==> src/sv/pdlt_pkg.sv <==
package pdlt_pkg;

   localparam int CFG_W      = 7;
   localparam int CFG_NUM    = 8;
   localparam int CFG_IDX_W  = $clog2(CFG_NUM);
   localparam int TICK_W     = 8;
   localparam int BIT_W      = 5;
   localparam int BYTE_W     = 8;
   localparam int SHIFT_W    = 2 * BYTE_W;
   localparam int FRAME_BITS = 16;
   localparam int WIN_W      = TICK_W + 2;

   // link modes
   localparam logic [1:0] MODE_IDLE = 2'd0;
   localparam logic [1:0] MODE_RECV = 2'd1;
   localparam logic [1:0] MODE_SEND = 2'd2;

   // send phases
   localparam logic [1:0] PH_SYNC = 2'd0;
   localparam logic [1:0] PH_BIT  = 2'd1;
   localparam logic [1:0] PH_STOP = 2'd2;

   // request codes
   localparam logic [1:0] REQ_TICK = 2'd0;
   localparam logic [1:0] REQ_EDGE = 2'd1;
   localparam logic [1:0] REQ_SEND = 2'd2;

   // register indexes
   localparam logic [CFG_IDX_W-1:0] CFG_SYNC_LOW  = 3'd0;
   localparam logic [CFG_IDX_W-1:0] CFG_SYNC_HIGH = 3'd1;
   localparam logic [CFG_IDX_W-1:0] CFG_ZERO_LOW  = 3'd2;
   localparam logic [CFG_IDX_W-1:0] CFG_ZERO_HIGH = 3'd3;
   localparam logic [CFG_IDX_W-1:0] CFG_ONE_LOW   = 3'd4;
   localparam logic [CFG_IDX_W-1:0] CFG_ONE_HIGH  = 3'd5;
   localparam logic [CFG_IDX_W-1:0] CFG_STOP_LOW  = 3'd6;
   localparam logic [CFG_IDX_W-1:0] CFG_STOP_HIGH = 3'd7;

   // register reset values
   localparam logic [CFG_W-1:0] RST_SYNC_LOW  = 7'd80;
   localparam logic [CFG_W-1:0] RST_SYNC_HIGH = 7'd40;
   localparam logic [CFG_W-1:0] RST_ZERO_LOW  = 7'd10;
   localparam logic [CFG_W-1:0] RST_ZERO_HIGH = 7'd10;
   localparam logic [CFG_W-1:0] RST_ONE_LOW   = 7'd5;
   localparam logic [CFG_W-1:0] RST_ONE_HIGH  = 7'd5;
   localparam logic [CFG_W-1:0] RST_STOP_LOW  = 7'd20;
   localparam logic [CFG_W-1:0] RST_STOP_HIGH = 7'd10;

   // receive tolerance windows, exclusive
   localparam logic [WIN_W-1:0] BIT_MARGIN  = 10'd3;
   localparam logic [WIN_W-1:0] SYNC_MARGIN = 10'd10;

   typedef struct packed {
      logic [CFG_W-1:0] sync_low;
      logic [CFG_W-1:0] sync_high;
      logic [CFG_W-1:0] zero_low;
      logic [CFG_W-1:0] zero_high;
      logic [CFG_W-1:0] one_low;
      logic [CFG_W-1:0] one_high;
      logic [CFG_W-1:0] stop_low;
      logic [CFG_W-1:0] stop_high;
   } cfg_type;

   typedef struct packed {
      logic              line_level;
      logic              send_accepted;
      logic              rx_valid;
      logic [BYTE_W-1:0] rx_byte;
      logic [1:0]        link_mode;
   } rsp_type;

endpackage

==> src/sv/pulse_distance_link_transceiver.sv <==
// Half-duplex single-wire transceiver for a pulse-distance code: a frame is a sync
// pulse, a byte and its complement MSB first, and a stop pulse. Each transaction
// is a timer tick, a line edge or a send request and returns exactly one response
// with the driven line level, the link mode and, on the closing edge of a good
// frame, the received byte. One transaction is taken per clock: the state update
// is a single pass of compares and counter steps ahead of the response register,
// and a new transaction is accepted while the response register is empty or being
// drained. Write the timing registers only while the link is idle.
module pulse_distance_link_transceiver (
   input  logic                           clock,
   input  logic                           reset,
   input  logic                           req_valid,
   output logic                           req_ready,
   input  logic [1:0]                     req_type,
   input  logic [pdlt_pkg::BYTE_W-1:0]    req_send_byte,
   output logic                           rsp_valid,
   input  logic                           rsp_ready,
   output logic                           rsp_line_level,
   output logic                           rsp_send_accepted,
   output logic                           rsp_rx_valid,
   output logic [pdlt_pkg::BYTE_W-1:0]    rsp_rx_byte,
   output logic [1:0]                     rsp_link_mode,
   input  logic                           csr_we,
   input  logic [pdlt_pkg::CFG_IDX_W-1:0] csr_index,
   input  logic [pdlt_pkg::CFG_W-1:0]     csr_wdata
);
   import pdlt_pkg::*;

   cfg_type cfg;
   rsp_type rsp_next;
   rsp_type rsp_ff;
   logic    rsp_valid_ff, rsp_valid_in;
   logic    accept;

   assign req_ready = !rsp_valid_ff || rsp_ready;
   assign accept    = req_valid && req_ready;

   pdlt_csr u_csr (
      .clock     (clock),
      .reset     (reset),
      .csr_we    (csr_we),
      .csr_index (csr_index),
      .csr_wdata (csr_wdata),
      .cfg       (cfg)
   );

   pdlt_engine u_engine (
      .clock     (clock),
      .reset     (reset),
      .cfg       (cfg),
      .accept    (accept),
      .req_type  (req_type),
      .send_byte (req_send_byte),
      .rsp       (rsp_next)
   );

   always_comb begin
      rsp_valid_in = rsp_valid_ff;
      if (accept) begin
         rsp_valid_in = 1'b1;
      end else if (rsp_ready) begin
         rsp_valid_in = 1'b0;
      end
   end

   always_ff @(posedge clock) begin
      if (reset) begin
         rsp_valid_ff <= 1'b0;
      end else begin
         rsp_valid_ff <= rsp_valid_in;
      end
   end

   // hold the response until it is taken
   always_ff @(posedge clock) begin
      if (accept) begin
         rsp_ff <= rsp_next;
      end
   end

   assign rsp_valid         = rsp_valid_ff;
   assign rsp_line_level    = rsp_ff.line_level;
   assign rsp_send_accepted = rsp_ff.send_accepted;
   assign rsp_rx_valid      = rsp_ff.rx_valid;
   assign rsp_rx_byte       = rsp_ff.rx_byte;
   assign rsp_link_mode     = rsp_ff.link_mode;

   rx_ends_frame: assert property (@(posedge clock) disable iff (reset)
      (rsp_valid_ff && rsp_ff.rx_valid) |-> (rsp_ff.link_mode == MODE_IDLE))
      else $error("received byte reported while link still busy");

   send_mode: assert property (@(posedge clock) disable iff (reset)
      (rsp_valid_ff && rsp_ff.send_accepted) |-> (rsp_ff.link_mode == MODE_SEND))
      else $error("accepted send did not enter send mode");

   rx_byte_clear: assert property (@(posedge clock) disable iff (reset)
      (rsp_valid_ff && !rsp_ff.rx_valid) |-> (rsp_ff.rx_byte == '0))
      else $error("received byte nonzero without a good frame");

   load_on_accept: assert property (@(posedge clock) disable iff (reset)
      accept |=> rsp_valid_ff)
      else $error("accepted transaction produced no response");

endmodule

==> src/sv/pdlt_csr.sv <==
module pdlt_csr (
   input  logic                           clock,
   input  logic                           reset,
   input  logic                           csr_we,
   input  logic [pdlt_pkg::CFG_IDX_W-1:0] csr_index,
   input  logic [pdlt_pkg::CFG_W-1:0]     csr_wdata,
   output pdlt_pkg::cfg_type              cfg
);
   import pdlt_pkg::*;

   cfg_type cfg_ff;
   cfg_type cfg_in;

   always_comb begin
      cfg_in = cfg_ff;
      if (csr_we) begin
         unique case (csr_index)
            CFG_SYNC_LOW:  cfg_in.sync_low  = csr_wdata;
            CFG_SYNC_HIGH: cfg_in.sync_high = csr_wdata;
            CFG_ZERO_LOW:  cfg_in.zero_low  = csr_wdata;
            CFG_ZERO_HIGH: cfg_in.zero_high = csr_wdata;
            CFG_ONE_LOW:   cfg_in.one_low   = csr_wdata;
            CFG_ONE_HIGH:  cfg_in.one_high  = csr_wdata;
            CFG_STOP_LOW:  cfg_in.stop_low  = csr_wdata;
            CFG_STOP_HIGH: cfg_in.stop_high = csr_wdata;
            default: cfg_in = cfg_ff;
         endcase
      end
   end

   always_ff @(posedge clock) begin
      if (reset) begin
         cfg_ff.sync_low  <= RST_SYNC_LOW;
         cfg_ff.sync_high <= RST_SYNC_HIGH;
         cfg_ff.zero_low  <= RST_ZERO_LOW;
         cfg_ff.zero_high <= RST_ZERO_HIGH;
         cfg_ff.one_low   <= RST_ONE_LOW;
         cfg_ff.one_high  <= RST_ONE_HIGH;
         cfg_ff.stop_low  <= RST_STOP_LOW;
         cfg_ff.stop_high <= RST_STOP_HIGH;
      end else begin
         cfg_ff <= cfg_in;
      end
   end

   assign cfg = cfg_ff;

endmodule

==> src/sv/pdlt_engine.sv <==
module pdlt_engine (
   input  logic                        clock,
   input  logic                        reset,
   input  pdlt_pkg::cfg_type           cfg,
   input  logic                        accept,
   input  logic [1:0]                  req_type,
   input  logic [pdlt_pkg::BYTE_W-1:0] send_byte,
   output pdlt_pkg::rsp_type           rsp
);
   import pdlt_pkg::*;

   logic [1:0]         link_state_ff, link_state_in;
   logic [1:0]         send_phase_ff, send_phase_in;
   logic [TICK_W-1:0]  tick_count_ff, tick_count_in;
   logic [BIT_W-1:0]   bit_count_ff, bit_count_in;
   logic [SHIFT_W-1:0] frame_shift_ff, frame_shift_in;
   logic               line_drive_ff, line_drive_in;

   logic [TICK_W-1:0]  sync_tot, bit_lo, bit_tot, stop_tot, tick_base;
   logic               bit_one;
   logic [WIN_W-1:0]   t_win, zero_tot, one_tot, sync_win_tot;
   logic               in_zero, in_one, in_sync;
   logic               accepted, valid;
   logic [BYTE_W-1:0]  rx;

   always_comb begin
      sync_tot = TICK_W'(cfg.sync_low) + TICK_W'(cfg.sync_high);
      bit_one  = frame_shift_ff[SHIFT_W-1];
      bit_lo   = bit_one ? TICK_W'(cfg.one_low) : TICK_W'(cfg.zero_low);
      bit_tot  = bit_lo + (bit_one ? TICK_W'(cfg.one_high) : TICK_W'(cfg.zero_high));
      stop_tot = TICK_W'(cfg.stop_low) + TICK_W'(cfg.stop_high);

      // interval windows, compared without wrap
      t_win        = WIN_W'(tick_count_ff);
      zero_tot     = WIN_W'(cfg.zero_low) + WIN_W'(cfg.zero_high);
      one_tot      = WIN_W'(cfg.one_low) + WIN_W'(cfg.one_high);
      sync_win_tot = WIN_W'(cfg.sync_low) + WIN_W'(cfg.sync_high);
      in_zero = (t_win < zero_tot + BIT_MARGIN) && (t_win + BIT_MARGIN > zero_tot);
      in_one  = (t_win < one_tot + BIT_MARGIN) && (t_win + BIT_MARGIN > one_tot);
      in_sync = (t_win < sync_win_tot + SYNC_MARGIN) &&
                (t_win + SYNC_MARGIN > sync_win_tot);
   end

   always_comb begin
      link_state_in  = link_state_ff;
      send_phase_in  = send_phase_ff;
      tick_count_in  = tick_count_ff;
      bit_count_in   = bit_count_ff;
      frame_shift_in = frame_shift_ff;
      line_drive_in  = line_drive_ff;
      tick_base      = tick_count_ff;
      accepted       = 1'b0;
      valid          = 1'b0;
      rx             = '0;

      if (accept) begin
         unique case (req_type)
            REQ_TICK: begin
               if (link_state_ff == MODE_SEND) begin
                  unique case (send_phase_ff)
                     PH_SYNC: begin
                        if (tick_count_ff == '0) begin
                           line_drive_in = 1'b0;
                        end else if (tick_count_ff == TICK_W'(cfg.sync_low)) begin
                           line_drive_in = 1'b1;
                        end else if (tick_count_ff == sync_tot) begin
                           line_drive_in = 1'b0;
                           tick_base     = '0;
                           bit_count_in  = '0;
                           send_phase_in = PH_BIT;
                        end
                     end
                     PH_BIT: begin
                        if (tick_count_ff == bit_lo) begin
                           line_drive_in = 1'b1;
                        end else if (tick_count_ff == bit_tot) begin
                           line_drive_in  = 1'b0;
                           tick_base      = '0;
                           bit_count_in   = bit_count_ff + 1'b1;
                           frame_shift_in = {frame_shift_ff[SHIFT_W-2:0], 1'b0};
                        end
                        if (bit_count_in == BIT_W'(FRAME_BITS)) begin
                           send_phase_in = PH_STOP;
                        end
                     end
                     default: begin
                        if (tick_count_ff == TICK_W'(cfg.stop_low)) begin
                           line_drive_in = 1'b1;
                        end else if (tick_count_ff == stop_tot) begin
                           tick_base     = '0;
                           link_state_in = MODE_IDLE;
                        end
                     end
                  endcase
                  tick_count_in = tick_base + 1'b1;
               end else if (link_state_ff == MODE_RECV) begin
                  tick_count_in = tick_count_ff + 1'b1;
               end
            end
            REQ_EDGE: begin
               if (link_state_ff == MODE_IDLE) begin
                  link_state_in = MODE_RECV;
                  bit_count_in  = '0;
                  tick_count_in = '0;
               end else if (link_state_ff == MODE_RECV) begin
                  frame_shift_in = {frame_shift_ff[SHIFT_W-2:0], 1'b0};
                  bit_count_in   = bit_count_ff + 1'b1;
                  if (in_zero) begin
                     frame_shift_in[0] = 1'b0;
                  end else if (in_one) begin
                     frame_shift_in[0] = 1'b1;
                  end else if (in_sync) begin
                     bit_count_in = '0;
                  end else begin
                     // abort: the zero stays shifted in
                     link_state_in = MODE_IDLE;
                  end
                  if (bit_count_in == BIT_W'(FRAME_BITS)) begin
                     link_state_in = MODE_IDLE;
                     if ((frame_shift_in[SHIFT_W-1:BYTE_W] ^ frame_shift_in[BYTE_W-1:0])
                         == {BYTE_W{1'b1}}) begin
                        valid = 1'b1;
                        rx    = frame_shift_in[SHIFT_W-1:BYTE_W];
                     end
                  end
                  tick_count_in = '0;
               end
            end
            REQ_SEND: begin
               if (link_state_ff == MODE_IDLE) begin
                  link_state_in  = MODE_SEND;
                  frame_shift_in = {send_byte, ~send_byte};
                  tick_count_in  = '0;
                  send_phase_in  = PH_SYNC;
                  accepted       = 1'b1;
               end
            end
            default: begin
               // no operation
            end
         endcase
      end
   end

   always_ff @(posedge clock) begin
      if (reset) begin
         link_state_ff  <= MODE_IDLE;
         send_phase_ff  <= PH_SYNC;
         tick_count_ff  <= '0;
         bit_count_ff   <= '0;
         frame_shift_ff <= '0;
         line_drive_ff  <= 1'b1;
      end else begin
         link_state_ff  <= link_state_in;
         send_phase_ff  <= send_phase_in;
         tick_count_ff  <= tick_count_in;
         bit_count_ff   <= bit_count_in;
         frame_shift_ff <= frame_shift_in;
         line_drive_ff  <= line_drive_in;
      end
   end

   always_comb begin
      rsp.line_level    = line_drive_in;
      rsp.send_accepted = accepted;
      rsp.rx_valid      = valid;
      rsp.rx_byte       = rx;
      rsp.link_mode     = link_state_in;
   end

   bit_count_bound: assert property (@(posedge clock) disable iff (reset)
      bit_count_ff <= BIT_W'(FRAME_BITS))
      else $error("bit count ran past frame length");

   send_start_clear: assert property (@(posedge clock) disable iff (reset)
      accepted |=> (tick_count_ff == '0) && (send_phase_ff == PH_SYNC)
                   && (link_state_ff == MODE_SEND))
      else $error("send start did not set up the sync phase");

endmodule
==> config.mk <==
export PLATFORM = sky130hd
export DESIGN_NAME = pulse_distance_link_transceiver
export DESIGN_NICKNAME = d
export VERILOG_FILES = /design/src/sv/pdlt_pkg.sv /design/src/sv/pulse_distance_link_transceiver.sv /design/src/sv/pdlt_csr.sv /design/src/sv/pdlt_engine.sv
export SDC_FILE = /design/constraint.sdc
export NUM_CORES = 1
export LEC_CHECK = 0
export BUFFER_PORTS_ARGS = -buffer_cell sky130_fd_sc_hd__buf_2
export CORE_MARGIN = 10
export CORE_UTILIZATION = 35
export CTS_BUF_LIST = sky130_fd_sc_hd__clkbuf_2
export DETAILED_ROUTE_END_ITERATION = 12
export PLACE_DENSITY = 0.55
export SETUP_SLACK_MARGIN = 0.1
export SYNTH_ARGS = -nofsm -noshare
export SYNTH_HDL_FRONTEND = slang
export SYNTH_SLANG_ARGS = --single-unit
==> constraint.sdc <==
create_clock -name clock -period 9.5 [get_ports clock]
set_input_delay 0.95 -clock clock [delete_from_list [all_inputs] [get_ports clock]]
set_output_delay 0.95 -clock clock [all_outputs]
set_load 0.02 [all_outputs]
# Word level (Yosys, flattened, before mapping)
# Index checks and enable logic that the tools add are counted.
dict set report word_totals {
  register_bits 104
  mem_count 0
  inputBits 25
  latchBits 0
  romBits 0
  wordCells 200
  ram_bits 0
}
dict set report classes {
  n_mul 0
  magnitude_cmp 6
  reduce_logical 30
  eq_ne 35
  div_mod_pow 0
  addsub 14
  n_shift 0
  n_mux 89
  n_bitwise 6
}
# operator n
set ops {}
lappend ops {{$mux W8} 15}
lappend ops {{$mux W16} 7}
lappend ops {{$mux W5} 19}
lappend ops {{$pmux W16 S3} 1}
lappend ops {{$add A7 B7 Y8} 5}
lappend ops {{$mux W2} 18}
lappend ops {{$eq A8 B8 Y1} 4}
lappend ops {{$gt A10 B10 Y1} 3}
lappend ops {{$lt A8 B10 Y1} 3}
lappend ops {{$pmux W8 S3} 1}
lappend ops {{$add A10 B2 Y10 const B} 2}
lappend ops {{$pmux W5 S2} 2}
lappend ops {{$mux W1} 19}
lappend ops {{$reduce_and A9 Y1} 2}
lappend ops {{$add A8 B1 Y8 const B} 2}
lappend ops {{$eq A8 B7 Y1} 2}
lappend ops {{$pmux W8 S2} 1}
lappend ops {{$reduce_and A2 Y1} 8}
lappend ops {{$mux W7} 2}
lappend ops {{$eq A3 B3 Y1 const B} 4}
lappend ops {{$add A10 B4 Y10 const B} 1}
lappend ops {{$eq A5 B5 Y1 const B} 2}
lappend ops {{$add A8 B2 Y9 const B} 1}
lappend ops {{$add A8 B4 Y9 const B} 1}
lappend ops {{31 further kinds} 55}

# Longest topological paths before layout
# Gate-level depths: netlist of the first run.
dict set report depth {
  ltp_word 17
  ltp_mapped 19
  depth_no_buf 19
}

# By module
# A second synthesis of the first run with hierarchy kept.
dict set report hier_totals {
  hier_cells 1033
  area_unflattened_um2 8933.6
}
# module area_each_um2 cells_per_inst n_inst
set by_module_without_submodules {}
lappend by_module_without_submodules {pdlt_engine 6228.5 804 1}
lappend by_module_without_submodules {pdlt_csr 2259.7 211 1}
lappend by_module_without_submodules {pulse_distance_link_transceiver 445.4 18 1}

# Worst setup path before layout of the first run
# OpenSTA, ideal clock, no wires.
dict set report synth_timing {
  path_kind {register -> register}
  from {register u_engine.frame_shift_ff[15]}
  to {register u_engine.tick_count_ff[6]}
  synth_period_minus_slack_ns 4.149
  path_buffers 3
  required_ns 9.431
  t_arrival_ns 4.080
  setup_ns 0.069
  path_stages_with_launch 20
  path_slack_ns 5.351
  cell_sequence {dfxtp_1 > buf_2 > buf_2 > mux2_2 > ha_1 > fa_1 > a211oi_1 > o21bai_1 > a21oi_1 > xnor2_1 > and4_1 > buf_2 > a32oi_2 > nand2_2 > nor2_1 > ha_1 > nand3_1 > nand4b_1 > or4b_1 > o21ai_1}
}
dict set report synth_between {
  elab_chain_cells 12
  elab_cells_between_ends 14
  classes_between {2 x add/sub; 2 x eq/ne; 10 x mux}
}
# element line_no
set synth_lines {}
lappend synth_lines {{start: declaration} pdlt_engine.sv:16} ;# logic [SHIFT_W-1:0] frame_shift_ff, frame_shift_in;
lappend synth_lines {{start signal: assignment} pdlt_engine.sv:158} ;# frame_shift_ff <= frame_shift_in;
lappend synth_lines {{$mux W7, on equally long branches} {pdlt_engine.sv:29, pdlt_engine.sv:30}}
lappend synth_lines {{$add A8 B8 Y8} pdlt_engine.sv:30} ;# bit_tot = bit_lo + (bit_one ? TICK_W'(cfg.one_high) : TICK_W'(cfg.zero_high));
lappend synth_lines {{$eq A8 B8 Y1} pdlt_engine.sv:76} ;# end else if (tick_count_ff == bit_tot) begin
lappend synth_lines {{$mux W8} pdlt_engine.sv:76}
lappend synth_lines {{$mux W8 *} pdlt_engine.sv:74} ;# if (tick_count_ff == bit_lo) begin
lappend synth_lines {{$pmux W8 S2 *} pdlt_engine.sv:60} ;# unique case (send_phase_ff)
lappend synth_lines {{$mux W8 *} pdlt_engine.sv:59} ;# if (link_state_ff == MODE_SEND) begin
lappend synth_lines {{$mux W8 *} pdlt_engine.sv:57} ;# unique case (req_type)
lappend synth_lines {{$mux W8 *} pdlt_engine.sv:56} ;# if (accept) begin
lappend synth_lines {{$add A8 B1 Y8 *} pdlt_engine.sv:95} ;# tick_count_in = tick_base + 1'b1;
lappend synth_lines {{$mux W8 *} pdlt_engine.sv:59}
lappend synth_lines {{$pmux W8 S3 *} pdlt_engine.sv:57}
lappend synth_lines {{end signal: assignment} pdlt_engine.sv:156} ;# tick_count_ff <= tick_count_in;
lappend synth_lines {{end: declaration} pdlt_engine.sv:14} ;# logic [TICK_W-1:0] tick_count_ff, tick_count_in;
# Every way passes the cells marked *; elsewhere a longest branch is shown, timed or not. The select of a mux whose other input is x is not followed.
# A chain may end at the register's enable or synchronous reset.

# Worst setup path in the final report of the first run
dict set report layout_timing {
  from {register u_engine.frame_shift_ff[15]}
  to {register u_engine.frame_shift_ff[6]}
}
dict set report layout_between {
  elab_chain_cells 5
  elab_cells_between_ends 8
  classes_between {1 x add/sub; 4 x eq/ne; 2 x mux; 1 x reduce/logical}
}
# element line_no
set layout_lines {}
lappend layout_lines {{$mux W7, on equally long branches} {pdlt_engine.sv:29, pdlt_engine.sv:30}}
lappend layout_lines {{$add A8 B8 Y8} pdlt_engine.sv:30}
lappend layout_lines {{$eq A8 B8 Y1} pdlt_engine.sv:76}
lappend layout_lines {{$ne A2 B1 Y1 (no line)} --}
lappend layout_lines {{$reduce_and A9 Y1 (no line) *} --}
# Every way passes the cells marked *; elsewhere a longest branch is shown, timed or not.

==> run_results.csv, run 1 <==
group,metric,value,unit
status,status,"finished clean",
timing,fmax,0.195,GHz
worst_hold_path,worstHoldEndpoint,"u_csr.cfg[4]$_SDFFE_PP0P_",
route,first_pass_iters,5,
finish,final_cell_area,0.00922,mm^2
finish,drive_gt1_frac,0.0964,
cts,path_clk_slew,0.31,ns
power_and_ir_drop,power_frac_clock,0.227,
critical_path,regToRegEndpoint,"u_engine.frame_shift_ff[6]$_SDFFE_PP0P_",
critical_path,critical-path-top-delay-family,"compound AO/OA/AOI/OAI gates",
yosys,synth.most_common_cell,"nor2_1",
finish,nets,1155,
critical_path,required,10.05,ns
power_and_ir_drop,p_comb_frac,0.253,
placement,dp.cells,1345,
route,vias,7374,
finish,area_delta_synth_final,6.90,%
power_and_ir_drop,switchingPower,0.322,mW
critical_path,cp.arrival,5.67,ns
timing,rsz0062_at_grt,"false",
route,final_antenna_net_count,0,
critical_path,cp_slowest_stage_delay,1.02,ns
timing,tightest_slew,1.20,ns
route,wire_per_inst,17.5,um
placement,dpl.hpwl,18.2,mm
yosys,synthCells,1022,
cts,post_cts_buffers,0,
yosys,synth-edff-count,13,
critical_path,rrSetupSlack,4.38,ns
yosys,synth.top_cell.area_share,0.211,
floorplanning,rows,57,
timing,skew,0.0609,ns
power_and_ir_drop,pwr-share-seq,0.520,
placement,gp_congestion,0.900,
route,wirelength,23.8,mm
cts,cts_hold_buf,0,
yosys,avgSynthCellArea,8.44,um^2
yosys,seq_area_frac_synth,0.256,
critical_path,startpoint_type,"flop",
timing,final-setup-viol-count,0,
yosys,ys_types,79,
finish,fillers,2522,
critical_path,path_max_fanout,32,
yosys,netlist_area,0.00863,mm^2
worst_hold_path,hp-class,"reg -> reg",
yosys,async_flop_share,0,
yosys,ys_warn_count,0,
cts,ctsResizeCount,0,
timing,maxSlewViolCount,0,
global_routing,antenna_found_initial,1,
yosys,synth_seq_cells,104,
finish,multiInputGateArea,0.00610,mm^2
power_and_ir_drop,power_leakage,3.69,nW
power_and_ir_drop,cellPowerDensity,99.6,mW/mm^2
floorplanning,die_x,177,um
cts,cts_root_buffer,"clkbuf_2",
timing,maxSlewHeadroom,0.197,
critical_path,crit_type,"reg -> reg",
floorplanning,fp.coreArea,0.0243,mm^2
power_and_ir_drop,total_power,0.919,mW
power_and_ir_drop,internal-power,0.597,mW
global_routing,grt_pass1_vias,6884,
yosys,synthesis.nets,1145,
yosys,synth_area_leader_cell,"dfxtp_1",
timing,final_hold_viol_count,0,
power_and_ir_drop,p_sw_frac,0.351,
route,drc,0,
power_and_ir_drop,peakVddDrop,0.0000821,V
worst_hold_path,min_path_cells,2,
yosys,synthFlopType,"dfxtp_1",
floorplanning,ios,40,
timing,post-route-period-util,0.539,
placement,dp_slack,4.46,ns
global_routing,grt_pass1_wl,38.8,mm
critical_path,path_buf_inv,0,
critical_path,r2r_cells,12,
critical_path,worstSetupEndpointType,"flop",
floorplanning,initial_utilization,0.355,
cts,cts.sinks,104,
cts,clk_latency,0.63,ns
critical_path,rr_startpoint,"u_engine.frame_shift_ff[15]$_SDFFE_PP0P_",
cts,htreeDepth,3,
route,drt_iter0_drc,499,
global_routing,grt_usage,0.153,
timing,finalCriticalPeriod,5.12,ns
cts,clk_path_buf_depth,2,
yosys,synth_area_leaders,"dfxtp_1 21%, ha_1 13%, mux2i_1 5.5%, xnor2_1 5.2%, nor2_1 4.7%",
placement,place_area,0.00912,mm^2
route,vias_per_cell,5.41,
placement,port_buffers,39,
floorplanning,dieArea,0.0313,mm^2
finish,regArea,0.00221,mm^2
cts,numCtsBuffers,9,
finish,finalNonFillerCells,1362,
critical_path,cpMaxStageDelayCell,"a221oi_4",
job,drv_cap,0,
worst_hold_path,hold_start,"u_csr.cfg[4]$_SDFFE_PP0P_",
yosys,synthTopCellsByCount,"109 x nor2_1, 93 x ha_1, 91 x dfxtp_1",
global_routing,grt_max_degree,65,
timing,setup_tns,0,ns
floorplanning,die-height,177,um
global_routing,grt_overflow_total,0,
cts,tritoncts,"yes",
critical_path,crit_chain,"mux2_2 > ha_1 > fa_1 > a211oi_1 > nor2_1 > xnor2_1 > nor4bb_1 > and4_1 > nand2_1 > a221oi_4 > nor2_1 > a211oi_1",
timing,setup_ws,4.38,ns
==> tightest hold or removal path, stage by stage (launching register included) <==
cell and delay [ns]:
dfxtp_1 0.39, nand2_1 0.05, a21oi_1 0.05
==> worst max-delay path by stage <==
stage	start	endpoint	cells after the start
6_report	u_engine.frame_shift_ff[15]$_SDFFE_PP0P_	u_engine.frame_shift_ff[6]$_SDFFE_PP0P_	12
5_1_grt	u_engine.frame_shift_ff[15]$_SDFFE_PP0P_	u_engine.frame_shift_ff[14]$_SDFFE_PP0P_	12
4_1_cts	u_engine.frame_shift_ff[15]$_SDFFE_PP0P_	u_engine.frame_shift_ff[6]$_SDFFE_PP0P_	12
3_5_place_dp	u_engine.frame_shift_ff[15]$_SDFFE_PP0P_	u_engine.frame_shift_ff[6]$_SDFFE_PP0P_	12
3_3_place_gp	u_engine.frame_shift_ff[15]$_SDFFE_PP0P_	u_engine.frame_shift_ff[0]$_SDFFE_PP0P_	12
2_1_floorplan	u_engine.frame_shift_ff[15]$_SDFFE_PP0P_	u_engine.tick_count_ff[6]$_SDFFE_PP0P_	19
==> layout by cell type, fill, tap and decap left out, types with 10 or more instances in the layout <==
master	n
a211oi_1	23
a21o_1	11
a21oi_1	64
and2_1	16
buf_2	39
buf_4	11
dfxtp_1	91
edfxtp_1	13
ha_1	93
inv_1	31
mux2_2	14
mux2i_1	47
nand2_1	71
nand2b_1	19
nand3_1	21
nand4_1	16
nor2_1	109
nor2b_1	14
nor3_1	25
nor4_1	16
o211ai_1	11
o21a_1	15
o21ai_0	29
o21bai_1	10
xnor2_1	51
xor2_1	38
==> power by group through the flow <==
stage               Combinational (mW)  Clock, mW  Sequential, mW
finish                           0.232      0.209           0.478
global route                     0.262      0.240           0.481
CTS                              0.232      0.217           0.478
detailed placement               0.232          0           0.485
global placement                 0.230          0           0.485
floorplan                        0.178          0           0.482
==> cells by family after synthesis <==
logic type                 synth area share
xor gates and xnor gates             0.0957
AOI/OAI and AO/OA                     0.184
DFF                                   0.256
and+or+nand+nor                       0.206
muxes                                0.0728
buffers and inverters                0.0376
adders and majority gates             0.148
==> sequential cells by signal, summed over array words and instances, names as in the netlist, 2 cells and up <==
signal,cells
u_csr.cfg,56
u_engine.frame_shift_ff,16
rsp_rx_byte,8
u_engine.tick_count_ff,8
u_engine.bit_count_ff,5
rsp_link_mode,2
u_engine.link_state_ff,2
u_engine.send_phase_ff,2
==> layer usage <==
metal	routed length, um	vias up	share of wire	GRT usage
met1	12200	3467	0.51	0.226
li1	-	3742	-	-
met4	296	0	0.012	0.0340
met2	10500	150	0.44	0.232
met3	818	15	0.034	0.0188
met5	0	-	0	0
==> final cells by class <==
type / count / share of cell area
Sequential cell: 104 / 0.240
Clock buffer: 9 / 0.00488
Timing Repair Buffer: 50 / 0.0301
Multi-Input combinational cell: 834 / 0.662
Inverter: 33 / 0.0134
Antenna cell: 1 / 0.000271
Clock inverter: 7 / 0.00583
Tap cell: 324 / 0.0440
==> metrics by stage <==
step	hold slack [ns]	utilization
3_3_place_gp	0.453	0.375
6_report	0.481	0.379
5_1_grt	0.423	0.379
4_1_cts	0.467	0.379
3_5_place_dp	0.454	0.375
2_1_floorplan	0.441	-
(Power assumes the default switching activity.)
==> inputs of run 2 (changes only) <==
--- a/config.mk
+++ b/config.mk
@@ -10,7 +10,7 @@
 export CORE_UTILIZATION = 35
 export CTS_BUF_LIST = sky130_fd_sc_hd__clkbuf_2
 export DETAILED_ROUTE_END_ITERATION = 12
-export PLACE_DENSITY = 0.55
+export PLACE_DENSITY = 0.57
 export SETUP_SLACK_MARGIN = 0.1
 export SYNTH_ARGS = -nofsm -noshare
 export SYNTH_HDL_FRONTEND = slang
==> constraint.sdc (replaced) <==
create_clock -name clock -period 4.1 [get_ports clock]
set_input_delay 0.41 -clock clock [delete_from_list [all_inputs] [get_ports clock]]
set_output_delay 0.41 -clock clock [all_outputs]
set_load 0.02 [all_outputs]
==> run 2 against run 1 <==
Sequential share of layout area shrank 1.8 points. Critical endpoint is now rsp_rx_byte[6]$_SDFFCE_PP0P_. Clock power grew 140%. Largest cell class unchanged. Highest routed layer unchanged. Critical path type unchanged. Global-route usage grew 0.51 points. Design area grew 9.3%. Flip-flop and latch count is the same. Die area is the same. Total power grew 150%. Sequential power grew 130%. Setup slack lost 4.4 ns. Fmax grew 25%. Routed wire length grew 5.2%.
==> run_results.csv, run 2 (synthesis gave the netlist of run 1 again) <==
group,metric,value,unit
global_routing,grt_max_degree,73,
timing,maxSlewHeadroom,0.354,
route,wire_per_inst,17.5,um
placement,gp_congestion,0.867,
critical_path,cpMostUsedCell,"a21o_1",
power_and_ir_drop,cellPowerDensity,224,mW/mm^2
floorplanning,die_x,177,um
timing,rsz0062_at_grt,"true",
finish,finalNonFillerCells,1428,
finish,drive_gt1_frac,0.209,
power_and_ir_drop,peakVddDrop,0.000186,V
global_routing,grt_pass1_vias,7522,
route,final_antenna_net_count,0,
placement,dpl.hpwl,19.1,mm
placement,dp.cells,1393,
finish,layout_commonest_cell,"nor2_1",
route,vias,7684,
worst_hold_path,hp-class,"in -> reg",
critical_path,cp_slowest_stage_delay,0.57,ns
timing,fmax,0.245,GHz
timing,skew,0.0419,ns
global_routing,grt_usage,0.159,
finish,area_delta_synth_final,16.8,%
critical_path,crit_type,"reg -> reg",
critical_path,path_max_fanout,5,
timing,final-setup-viol-count,0,
timing,hold_ws,0.0640,ns
job,drv_cap,0,
floorplanning,dieArea,0.0313,mm^2
global_routing,grt_overflow_total,0,
critical_path,required,4.66,ns
finish,largest_reg_flops,56,
global_routing,grt_pass1_wl,40.3,mm
cts,cts_root_buffer,"clkbuf_2",
cts,htreeDepth,3,
route,wirelength,25.0,mm
route,first_pass_iters,5,
finish,final_cell_mix,"104 x nor2_1, 81 x ha_1, 77 x dfxtp_1",
timing,tightest_slew,0.968,ns
finish,nets,1221,
finish,final_util,0.414,
cts,tritoncts,"yes",
critical_path,startpoint_type,"flop",
route,drc,0,
global_routing,antenna_found_initial,1,
critical_path,cp.arrival,4.64,ns
floorplanning,rows,57,
floorplanning,initial_utilization,0.355,
cts,path_clk_slew,0.33,ns
cts,clk_latency,0.65,ns
cts,clk_path_buf_depth,2,
route,drt_iter0_drc,589,
cts,cts.sinks,104,
timing,maxSlewViolCount,0,
critical_path,cpMaxStageDelayCell,"or4_4",
cts,numCtsBuffers,9,
status,status,"finished clean",
floorplanning,die-height,177,um
power_and_ir_drop,power_leakage,4.06,nW
timing,post-route-period-util,0.997,
floorplanning,ios,40,
timing,final_hold_viol_count,0,
placement,port_buffers,39,
timing,finalCriticalPeriod,4.09,ns
critical_path,crit_chain,"ha_2 > and3_1 > a22oi_1 > a22o_1 > or4_4 > xnor2_2 > ha_1 > o21ai_1 > a21oi_1 > o21a_1 > o32a_1 > a21o_1 > a21o_1 > a211oi_4 > buf_2 > and2_1",
critical_path,worstSetupEndpointType,"flop",
route,vias_per_cell,5.38,
floorplanning,fp.coreArea,0.0243,mm^2
[run 2: cell count changes in the layout (fill, tap and decap cells not counted), moves of 5 or more]
cell	delta
buf_4	+57
ha_2	+7
dfxtp_2	+12
ha_4	+5
dfxtp_1	-14
nor2_1	-5
nor2_2	+5
ha_1	-12
[run 2: final cells by class]
class | count | area (um^2)
antenna | 1 | 2.50
clock buffer | 9 | 45.0
clock inverter | 7 | 72.6
fill | 2471 | 14200
inverter | 33 | 124
multi-input combinational | 834 | 6380
sequential | 104 | 2230
tap | 324 | 405
timing repair buffer | 116 | 815
[run 2: critical path, delay by kind of cell (launching register included)]
kind | cells | cell delay (ns)
AOI/OAI and AO/OA | 9 | 1.60
xor gates and xnor gates | 1 | 0.16
adders and majority gates | 2 | 0.75
buffers and inverters | 1 | 0.21
DFF | 1 | 0.41
and+or+nand+nor | 3 | 0.88
[run 2: metal layers]
metal	track usage	vias up	routed length, um
met5	0	-	0
met4	0.0424	0	379
met3	0.0209	24	873
met2	0.250	130	11400
met1	0.221	3662	12400
li1	-	3868	-
[run 2: where the power goes]
group	total, mW	leakage, nW	switching [mW]	internal, mW
logic	0.643	3.12	0.352	0.291
registers	1.10	0.868	0.0335	1.07
clock network	0.512	0.0693	0.412	0.100
total	2.26	4.06	0.797	1.46
[run 2: final timing paths]
| kind | start | slack (ns) | to | cells past startpoint |
|---|---|---|---|---|
| worst max register to register | u_csr.cfg[37]$_SDFFE_PP0P_ | 0.01 | rsp_rx_byte[6]$_SDFFCE_PP0P_ | 16 |
| worst min register to register | u_csr.cfg[6]$_SDFFE_PP0P_ | 0.48 | u_csr.cfg[6]$_SDFFE_PP0P_ | 2 |
| worst min-delay path | csr_wdata[3] | 0.06 | u_csr.cfg[31]$_SDFFE_PP1P_ | 3 |
| worst max-delay path | u_csr.cfg[37]$_SDFFE_PP0P_ | 0.01 | rsp_rx_byte[6]$_SDFFCE_PP0P_ | 16 |
[run 2: timing repair]
action | 4_1_cts | 5_1_grt
pin swaps | 13 | 33
buffers inserted | 5 | 9
endpoints found under the setup margin | 33 | 34
gates resized for setup | 28 | 54
cloned | 0 | 1
endpoints found under the hold margin | 2 | 0
hold buffers | 3 | 0
[run 2: metrics by stage]
step / instance area, um^2 / setup TNS (ns) / power [mW] / worst slack [ns]
detailed placement: 9510 / -0.827 / 1.71 / -0.112
CTS: 9790 / 0 / 2.24 / 0.0906
global route: 10100 / -1.13 / 2.38 / -0.124
finish: 10100 / 0 / 2.26 / 0.0127
floorplan: 8640 / 0 / 1.53 / 0.114
global placement: 9510 / 0 / 1.70 / 0.00535
